==> config.mk <==
export PLATFORM = sky130hd
export DESIGN_NAME = sha256_byte_stream_hasher
export DESIGN_NICKNAME = d
export VERILOG_FILES = /design/src/rtl/sha_pkg.sv /design/src/rtl/sha_datapath.sv /design/src/rtl/sha_control.sv /design/src/rtl/sha256_byte_stream_hasher.sv
export VERILOG_INCLUDE_DIRS = /design/src /design/src/rtl
export SDC_FILE = /design/constraint.sdc
export NUM_CORES = 2
export LEC_CHECK = 0
export BUFFER_PORTS_ARGS = -buffer_cell sky130_fd_sc_hd__buf_2
export CAP_MARGIN = 40
export CORE_MARGIN = 2
export CORE_UTILIZATION = 30
export CTS_CLUSTER_DIAMETER = 200
export DETAILED_ROUTE_END_ITERATION = 8
export PLACE_DENSITY_LB_ADDON = 0.25
export SLEW_MARGIN = 20
export SYNTH_ARGS = -nofsm -noshare
export SYNTH_HDL_FRONTEND = slang
export SYNTH_HIERARCHICAL = 1
export SYNTH_SLANG_ARGS = --single-unit
==> constraint.sdc <==
create_clock -name aclk -period 15.4 [get_ports aclk]
set_clock_uncertainty 0.2 [all_clocks]
set_input_delay 2.31 -clock aclk [delete_from_list [all_inputs] [get_ports aclk]]
set_output_delay 2.31 -clock aclk [all_outputs]
set_load 0.02 [all_outputs]
==> src/rtl/assert_macros.svh <==
// Assertion macros for the RTL files; sha_control.sv includes them.
`ifndef ASSERT_MACROS_SVH
`define ASSERT_MACROS_SVH

// An implication that must hold at every clock edge outside reset.
`define ASSERT_IMPL(label, clk, rstn, cond) \
    label: assert property (@(posedge clk) disable iff (!rstn) (cond)) \
        else $error("assertion failed");

// A condition that must hold at every clock edge, reset included.
`define ASSERT_ALWAYS(label, clk, cond) \
    label: assert property (@(posedge clk) (cond)) else $error("assertion failed");

`endif

==> src/rtl/sha_pkg.sv <==
package sha_pkg;

    localparam int unsigned NumRounds = 64;

    typedef enum logic [2:0] {
        ST_IDLE,
        ST_ROUND,
        ST_FOLD,
        ST_PAD,
        ST_EMIT
    } state_t;

    typedef struct packed {
        logic load_byte;
        logic pad_mark;
        logic pad_byte;
        logic pad_len;
        logic start_block;
        logic round_step;
        logic fold;
        logic reload;
    } cmd_t;

    typedef struct packed {
        logic [5:0] fill;
        logic       round_last;
    } status_t;

    function automatic logic [31:0] round_const(input logic [5:0] i);
        logic [31:0] k [64];
        k = '{
            32'h428a2f98, 32'h71374491, 32'hb5c0fbcf, 32'he9b5dba5, 32'h3956c25b,
            32'h59f111f1, 32'h923f82a4, 32'hab1c5ed5, 32'hd807aa98, 32'h12835b01,
            32'h243185be, 32'h550c7dc3, 32'h72be5d74, 32'h80deb1fe, 32'h9bdc06a7,
            32'hc19bf174, 32'he49b69c1, 32'hefbe4786, 32'h0fc19dc6, 32'h240ca1cc,
            32'h2de92c6f, 32'h4a7484aa, 32'h5cb0a9dc, 32'h76f988da, 32'h983e5152,
            32'ha831c66d, 32'hb00327c8, 32'hbf597fc7, 32'hc6e00bf3, 32'hd5a79147,
            32'h06ca6351, 32'h14292967, 32'h27b70a85, 32'h2e1b2138, 32'h4d2c6dfc,
            32'h53380d13, 32'h650a7354, 32'h766a0abb, 32'h81c2c92e, 32'h92722c85,
            32'ha2bfe8a1, 32'ha81a664b, 32'hc24b8b70, 32'hc76c51a3, 32'hd192e819,
            32'hd6990624, 32'hf40e3585, 32'h106aa070, 32'h19a4c116, 32'h1e376c08,
            32'h2748774c, 32'h34b0bcb5, 32'h391c0cb3, 32'h4ed8aa4a, 32'h5b9cca4f,
            32'h682e6ff3, 32'h748f82ee, 32'h78a5636f, 32'h84c87814, 32'h8cc70208,
            32'h90befffa, 32'ha4506ceb, 32'hbef9a3f7, 32'hc67178f2
        };
        return k[i];
    endfunction

    function automatic logic [31:0] initial_chain(input logic [2:0] i);
        logic [31:0] h [8];
        h = '{
            32'h6a09e667, 32'hbb67ae85, 32'h3c6ef372, 32'ha54ff53a,
            32'h510e527f, 32'h9b05688c, 32'h1f83d9ab, 32'h5be0cd19
        };
        return h[i];
    endfunction

endpackage

==> src/rtl/sha_datapath.sv <==
module sha_datapath (
    input  logic               aclk,
    input  logic               aresetn,
    input  sha_pkg::cmd_t      cmd,
    input  logic [7:0]         byte_in,
    output sha_pkg::status_t   status,
    output logic [31:0]        chain_word,
    input  logic [2:0]         chain_sel
);

    logic [5:0]  fill_reg;
    logic [63:0] bits_reg;
    logic [31:0] h_reg [8];
    logic [31:0] r_reg [8];
    logic [31:0] w_reg [16];
    logic [5:0]  rnd_reg;

    logic [7:0]  wr_byte;
    logic        wr_en;
    logic [31:0] w_cur;
    logic [31:0] w_new;
    logic [31:0] t1;
    logic [31:0] t2;
    logic [31:0] s0;
    logic [31:0] s1;

    function automatic logic [31:0] ror(input logic [31:0] v, input int n);
        return (v >> n) | (v << (32 - n));
    endfunction

    // Bytes are shifted into the message schedule window in arrival order, so
    // after 64 writes word 0 holds bytes 0 to 3 big-endian.
    always_comb begin
        wr_en   = cmd.load_byte || cmd.pad_mark || cmd.pad_byte;
        wr_byte = byte_in;
        if (cmd.pad_mark) begin
            wr_byte = 8'h80;
        end else if (cmd.pad_byte) begin
            wr_byte = 8'h00;
            if (cmd.pad_len && fill_reg >= 6'd56) begin
                wr_byte = bits_reg[{~fill_reg[2:0], 3'b000} +: 8];
            end
        end
    end

    always_comb begin
        s0    = ror(w_reg[1], 7) ^ ror(w_reg[1], 18) ^ (w_reg[1] >> 3);
        s1    = ror(w_reg[14], 17) ^ ror(w_reg[14], 19) ^ (w_reg[14] >> 10);
        w_new = w_reg[0] + s0 + w_reg[9] + s1;
        w_cur = w_reg[0];
        t1 = r_reg[7] + (ror(r_reg[4], 6) ^ ror(r_reg[4], 11) ^ ror(r_reg[4], 25))
             + ((r_reg[4] & r_reg[5]) ^ (~r_reg[4] & r_reg[6]))
             + sha_pkg::round_const(rnd_reg) + w_cur;
        t2 = (ror(r_reg[0], 2) ^ ror(r_reg[0], 13) ^ ror(r_reg[0], 22))
             + ((r_reg[0] & r_reg[1]) ^ (r_reg[0] & r_reg[2]) ^ (r_reg[1] & r_reg[2]));
    end

    always_ff @(posedge aclk) begin
        if (wr_en) begin
            for (int i = 0; i < 15; i++) begin
                w_reg[i] <= {w_reg[i][23:0], w_reg[i+1][31:24]};
            end
            w_reg[15] <= {w_reg[15][23:0], wr_byte};
        end else if (cmd.round_step) begin
            for (int i = 0; i < 15; i++) begin
                w_reg[i] <= w_reg[i+1];
            end
            w_reg[15] <= w_new;
        end
        if (cmd.start_block) begin
            for (int i = 0; i < 8; i++) begin
                r_reg[i] <= h_reg[i];
            end
        end else if (cmd.round_step) begin
            r_reg[7] <= r_reg[6];
            r_reg[6] <= r_reg[5];
            r_reg[5] <= r_reg[4];
            r_reg[4] <= r_reg[3] + t1;
            r_reg[3] <= r_reg[2];
            r_reg[2] <= r_reg[1];
            r_reg[1] <= r_reg[0];
            r_reg[0] <= t1 + t2;
        end
    end

    always_ff @(posedge aclk) begin
        if (!aresetn || cmd.reload) begin
            fill_reg <= '0;
            bits_reg <= '0;
            rnd_reg  <= '0;
            for (int i = 0; i < 8; i++) begin
                h_reg[i] <= sha_pkg::initial_chain(3'(i));
            end
        end else begin
            if (cmd.load_byte) begin
                bits_reg <= bits_reg + 64'd8;
            end
            if (wr_en) begin
                fill_reg <= fill_reg + 6'd1;
            end
            if (cmd.start_block) begin
                rnd_reg <= '0;
            end else if (cmd.round_step) begin
                rnd_reg <= rnd_reg + 6'd1;
            end
            if (cmd.fold) begin
                for (int i = 0; i < 8; i++) begin
                    h_reg[i] <= h_reg[i] + r_reg[i];
                end
            end
        end
    end

    assign status.fill       = fill_reg;
    assign status.round_last = (rnd_reg == 6'(sha_pkg::NumRounds - 1));
    assign chain_word        = h_reg[chain_sel];

endmodule

==> src/rtl/sha_control.sv <==
`include "assert_macros.svh"

module sha_control (
    input  logic              aclk,
    input  logic              aresetn,
    input  logic              s_valid,
    output logic              s_ready,
    input  logic              s_has_byte,
    input  logic              s_end_of_message,
    output logic              m_valid,
    input  logic              m_ready,
    output logic [2:0]        m_word_number,
    output logic              m_last_word,
    output sha_pkg::cmd_t     cmd,
    input  sha_pkg::status_t  status
);

    sha_pkg::state_t state_reg, state_next;
    logic            final_reg, final_next;
    logic            padding_reg, padding_next;
    logic            extra_reg, extra_next;
    logic [2:0]      word_reg, word_next;

    always_ff @(posedge aclk) begin
        if (!aresetn) begin
            state_reg   <= sha_pkg::ST_IDLE;
            final_reg   <= 1'b0;
            padding_reg <= 1'b0;
            extra_reg   <= 1'b0;
            word_reg    <= '0;
        end else begin
            state_reg   <= state_next;
            final_reg   <= final_next;
            padding_reg <= padding_next;
            extra_reg   <= extra_next;
            word_reg    <= word_next;
        end
    end

    always_comb begin
        state_next   = state_reg;
        final_next   = final_reg;
        padding_next = padding_reg;
        extra_next   = extra_reg;
        word_next    = word_reg;
        cmd          = '0;
        s_ready      = 1'b0;
        m_valid      = 1'b0;
        unique case (state_reg)
            sha_pkg::ST_IDLE: begin
                s_ready = 1'b1;
                if (s_valid) begin
                    cmd.load_byte = s_has_byte;
                    final_next    = s_end_of_message;
                    padding_next  = 1'b0;
                    extra_next    = 1'b0;
                    if (s_has_byte && status.fill == 6'd63) begin
                        state_next = sha_pkg::ST_ROUND;
                    end else if (s_end_of_message) begin
                        state_next = sha_pkg::ST_PAD;
                    end
                end
            end
            sha_pkg::ST_PAD: begin
                // When the marker byte lands in the last eight places, the
                // length goes into an extra block of its own.
                if (!padding_reg) begin
                    cmd.pad_mark = 1'b1;
                    padding_next = 1'b1;
                    extra_next   = (status.fill >= 6'd56);
                end else begin
                    cmd.pad_byte = 1'b1;
                    cmd.pad_len  = !extra_reg;
                end
                if (status.fill == 6'd63) begin
                    state_next = sha_pkg::ST_ROUND;
                end
            end
            sha_pkg::ST_ROUND: begin
                cmd.round_step = 1'b1;
                if (status.round_last) begin
                    state_next = sha_pkg::ST_FOLD;
                end
            end
            sha_pkg::ST_FOLD: begin
                cmd.fold = 1'b1;
                if (!final_reg) begin
                    state_next = sha_pkg::ST_IDLE;
                end else if (!padding_reg) begin
                    state_next = sha_pkg::ST_PAD;
                end else if (extra_reg) begin
                    extra_next = 1'b0;
                    state_next = sha_pkg::ST_PAD;
                end else begin
                    state_next = sha_pkg::ST_EMIT;
                end
            end
            sha_pkg::ST_EMIT: begin
                m_valid = 1'b1;
                if (m_ready) begin
                    word_next = word_reg + 3'd1;
                    if (word_reg == 3'd7) begin
                        cmd.reload = 1'b1;
                        final_next = 1'b0;
                        state_next = sha_pkg::ST_IDLE;
                    end
                end
            end
            default: state_next = sha_pkg::ST_IDLE;
        endcase
        // The round registers load from the chain on the cycle that enters the rounds.
        if (state_next == sha_pkg::ST_ROUND && state_reg != sha_pkg::ST_ROUND) begin
            cmd.start_block = 1'b1;
        end
    end

    assign m_word_number = word_reg;
    assign m_last_word   = (word_reg == 3'd7);

    `ASSERT_IMPL(a_ready_idle, aclk, aresetn,
        s_ready == (state_reg == sha_pkg::ST_IDLE))
    `ASSERT_IMPL(a_emit_fold, aclk, aresetn,
        (state_reg == sha_pkg::ST_EMIT && $past(state_reg) != sha_pkg::ST_EMIT)
        |-> $past(state_reg) == sha_pkg::ST_FOLD)
    `ASSERT_IMPL(a_word_zero, aclk, aresetn,
        (state_reg != sha_pkg::ST_EMIT) |-> word_reg == 3'd0)

endmodule

==> src/rtl/sha256_byte_stream_hasher.sv <==
// SHA-256 over a byte stream. One byte is taken per transfer; each full
// 64-byte block then holds the input through the 64 rounds of the single
// round unit and the chain fold (the block start shares the cycle of the
// last byte). An end-of-message transfer pads one byte per cycle up to the block
// end, compresses (twice when more than 55 bytes are pending), and then offers
// the digest as eight transfers, word 0 first.
module sha256_byte_stream_hasher (
    input  logic        aclk,
    input  logic        aresetn,
    input  logic        s_valid,
    output logic        s_ready,
    input  logic [7:0]  s_msg_byte,
    input  logic        s_has_byte,
    input  logic        s_end_of_message,
    output logic        m_valid,
    input  logic        m_ready,
    output logic [31:0] m_digest_word,
    output logic [2:0]  m_word_number,
    output logic        m_last_word
);

    sha_pkg::cmd_t    cmd;
    sha_pkg::status_t status;

    sha_control u_ctrl (
        .aclk             (aclk),
        .aresetn          (aresetn),
        .s_valid          (s_valid),
        .s_ready          (s_ready),
        .s_has_byte       (s_has_byte),
        .s_end_of_message (s_end_of_message),
        .m_valid          (m_valid),
        .m_ready          (m_ready),
        .m_word_number    (m_word_number),
        .m_last_word      (m_last_word),
        .cmd              (cmd),
        .status           (status)
    );

    sha_datapath u_dp (
        .aclk       (aclk),
        .aresetn    (aresetn),
        .cmd        (cmd),
        .byte_in    (s_msg_byte),
        .status     (status),
        .chain_word (m_digest_word),
        .chain_sel  (m_word_number)
    );

endmodule
* Word-level counts from Yosys, hierarchy flattened *
Memories as Yosys holds them, arrays and structs flattened. A register that Yosys moved wholly into a read port is not among the register bits.
Index checks and enable logic that the tools add are counted.
W data, S select, Z words.

word-level totals
  flip-flop bits (word level) = 85
  memory bits (writable) = 1024
  bits in read-only memories = 2048
  bits of input ports = 14
  output and inout bits = 38
  logic and storage cells = 217
  memories = 4

cells by class
  add/subtract/negate cells = 22
  $lt $le $gt $ge = 2
  equality and inequality tests = 15
  shifts and indexed selects = 1
  multiplexer cells = 87
  bitwise operators = 61
  reduce and logical (&&, ||, !) cells = 17

memories
  name             words  width  rd ports  clocked after memory_dff  wr ports  RTL line            text
  (no name shown)  64     32     1         0                         0         sha_pkg.sv:46       return k[i];
  u_dp.w_reg       16     32     16        0                         16        sha_datapath.sv:15  logic [31:0] w_reg [16];
  u_dp.h_reg       8      32     9         1                         8         sha_datapath.sv:13  logic [31:0] h_reg [8];
  u_dp.r_reg       8      32     8         0                         8         sha_datapath.sv:14  logic [31:0] r_reg [8];

operators by type and width
  cell                     count
  $mux W32                 34
  $add A32 B32 Y32         18
  $xor A32 B32 Y32         9
  $and A32 B32 Y32         5
  $add A64 B4 Y64 const B  1
  $shiftx A64 B7 Y8        1
  $mux W3                  13
  $mux W1                  32
  $not A32 Y32             1
  $or A1 B1 Y1             32
  $or A10 B32 Y32          1
  $or A13 B32 Y32          1
  $or A14 B32 Y32          1
  $or A15 B32 Y32          1
  $or A19 B32 Y32          1
  $or A21 B32 Y32          1
  $or A25 B32 Y32          1
  $or A26 B32 Y32          1
  $or A30 B32 Y32          1
  $or A7 B32 Y32           1
  $xor A32 B22 Y32         1
  $xor A32 B29 Y32         1
  $mux W8                  3
  $pmux W3 S5              1
  other kinds (26)         43

* Longest topological paths before layout *
  depth in word-level cells = 11
  depth in mapped cells = 40
  depth with buffers taken out = 38

* Hierarchy *
Netlist, hierarchy kept.

by module, submodules not included
  module        instances  cells an instance  area an instance (um^2)  sequential area each (um^2)
  sha_datapath  1          7347               74849.3                  32210.9
  sha_control   1          77                 634.4                    180.2

* Least setup slack after synthesis *
OpenSTA, ideal clock, no wires.

  path type = input to register
  start = input s_valid
  end = memory u_dp.w_reg[0][0] (enable)
  library setup time = 971 ps
  arrival time = 14529 ps
  required time = 14229 ps
  path slack = -300 ps
  cell stages on the path = 5
  path buffers = 2
  path through = and3_1 -> buf_2 -> nor3_1 -> clkbuf_1 -> nand2b_1

RTL lines
  what                RTL line                         text
  start: declaration  sha256_byte_stream_hasher.sv:10  input logic s_valid,
  end: declaration    sha_datapath.sv:15

==> impl_metrics.json <==
{
  "outcome": "completed",
  "yosysSeqAreaShare_pct": 42.9,
  "critPathLaunch": "u_dp/rnd_reg[0]",
  "dr.first_iter.drc_count": 5091,
  "tightest_slew_ns": 1.20,
  "cts.path.max_buffers": 3,
  "synth_enable_flop_cells": 1024,
  "slew_violations": 0,
  "hold_start": "u_dp/fill_reg[5]",
  "critPathLaunchType": "register",
  "synthFlopType": "edfxtp_1",
  "cp.required_ns": 15.73,
  "dp_hpwl_um": 180000,
  "ctsHtreeMaxLevel": 4,
  "cts_buffers": 136,
  "clock-root-buffer": "clkbuf_16",
  "die_height_um": 506,
  "syn2layout_area_growth_pct": 11.4,
  "insertion_delay_ns": 0.80,
  "drt-met1-wl_um": 110000,
  "timing.fmax_mhz": 96.5,
  "cpLargestDelayFamily": "adder cells",
  "slew_headroom_pct": 20.1,
  "hold_viol_final": 0,
  "cts_tree": "done",
  "cts-resized-gates": 0,
  "core_area_mm2": 0.251,
  "maxCapViolations": 0,
  "viasPerCell": 5.20,
  "wl_met3_um": 12300,
  "finalSetupViolations": 0,
  "routabilityCongestion": 0.920,
  "cts_setup_buffers": 0,
  "wl_um": 242000,
  "drc_errors": 0,
  "synth_common_cells": "1,499 x nand2_1, 1,024 x edfxtp_1, 395 x ha_1, 377 x nor2_1, 370 x mux2_2",
  "largest_reg_flops": 512,
  "yosys.area.top_type_share_pct": 40.7,
  "synth_cell_types": 96,
  "start_util_pct": 30.1,
  "end_kind": "register",
  "post-route-period-util_pct": 67.3,
  "path_clk_slew_ns": 0.06,
  "grt_pass1_wl_um": 360000,
  "track_usage_pct": 18.5,
  "worstSetupPathType": "register to register",
  "critPathArrivalTime_ns": 10.69,
  "fin_crit_ns": 10.36,
  "synth_largest_area_cell": "edfxtp_1",
  "yosysWarnings": 6,
  "rsz0062_at_grt": "no",
  "synthTopCellsByArea": "edfxtp_1 41%, nand2_1 7.5%, ha_1 6.5%, mux2_2 5.5%, fa_1 5.2%",
  "wl_per_cell_um": 22.4,
  "hold_buffers": 0,
  "grt_pass1_vias": 55400,
  "antenna_left": 0,
  "top_layer": "met4",
  "grt_max_degree": 207,
  "min_path_type": "register to register",
  "tns_ns": 0,
  "critPathMaxStageDelay_ns": 0.93,
  "crit_buf_inv": 6,
  "place.port_buffers": 51,
  "drive_above_1_share_pct": 11.5,
  "yosysMostFrequentCell": "nand2_1",
  "ys_ff_latch": 1106,
  "antenna_found_initial": 9,
  "grt.overflow.total": 0,
  "syn_area_mm2": 0.0755,
  "avgSynthCellArea_um2": 10.2,
  "vias": 56200,
  "wl_met2_um": 111000,
  "crit-reg2reg-launch": "u_dp/rnd_reg[0]",
  "synth-async-reset-ratio_pct": 0,
  "dieArea_mm2": 0.256,
  "netlist_instances": 7424,
  "fp.dieW_um": 506,
  "clock-sinks": 1106,
  "fin_nets": 7940,
  "crit_slowest_cell": "ha_1",
  "synth_nets": 8028,
  "drtPass1Iterations": 8,
  "crit_fanout": 16,
  "ioPinCount": 52,
  "rows": 184
}
-- area by class of cell --
cell class	count	area (um^2)
diodes	3	7.51
flip-flops and latches	1106	32400
fillers	25400	167000
clock buffers	172	3580
repair buffers	153	1420
multi-input cells	5606	40500
clock inverters	71	749
well taps	3348	4190
inverters	333	1250
-- cell families after synthesis --
group / Yosys count / share of synthesized area (%)
AND/OR/NAND/NOR: 2537 / 14.6
AO/OA/AOI/OAI: 1401 / 11.9
flip-flops: 1106 / 42.9
buffers and inverters: 712 / 3.56
adder cells (fa/ha/maj): 594 / 11.8
XOR/XNOR: 582 / 6.79
multiplexers: 492 / 8.48
-- metrics by stage --
step	hold slack, ns	std cells	instance area (um^2)	worst slack, ns	util [%]
after CTS	0.309	10800	83800	5.04	33.4
after detailed placement	0.301	10500	79500	5.07	31.7
after global placement	0.282	10500	79200	5.11	31.6
after global routing	0.325	10800	84100	4.30	33.5
after floorplan	0.255	7424	75500	5.16	-
final	0.309	10800	84100	5.04	33.5
-- path summary, 6_finish.rpt --
kind                            end  slack (ns)  depth (start not counted)
hold reg to reg    u_dp/fill_reg[5]        0.31                          2
setup reg to reg  u_dp/r_reg[0][26]        5.04                         36
setup / recovery  u_dp/r_reg[0][26]        5.04                         36
hold / removal     u_dp/fill_reg[5]        0.31                          2
-- cells in the final DEF, fill, tap and decap left out, drive strengths merged, types with 195 or more instances in the layout --
cell type and n:
nand2 1499, o21ai 364, mux2 370, ha 395, xnor2 364, fa 195, edfxtp 1024, xor2 216
inv 338, nor2 377, a21oi 352
-- worst min-delay path, cell delays in order, from the launching register on --
cell	delay [ns]
dfxtp_1	0.33
o21ai_0	0.07
a21oi_1	0.06
-- layer usage --
| layer | global-route usage, % | vias up |
|---|---|---|
| met1 | 25.7 | 27900 |
| li1 | - | 26300 |
| met2 | 29.7 | 1645 |
| met5 | 0 | - |
| met4 | 6.07 | 0 |
| met3 | 2.16 | 344 |
Power is not shown: default switching activity piles up to over one toggle a cycle in this logic, so the estimate is an artifact.
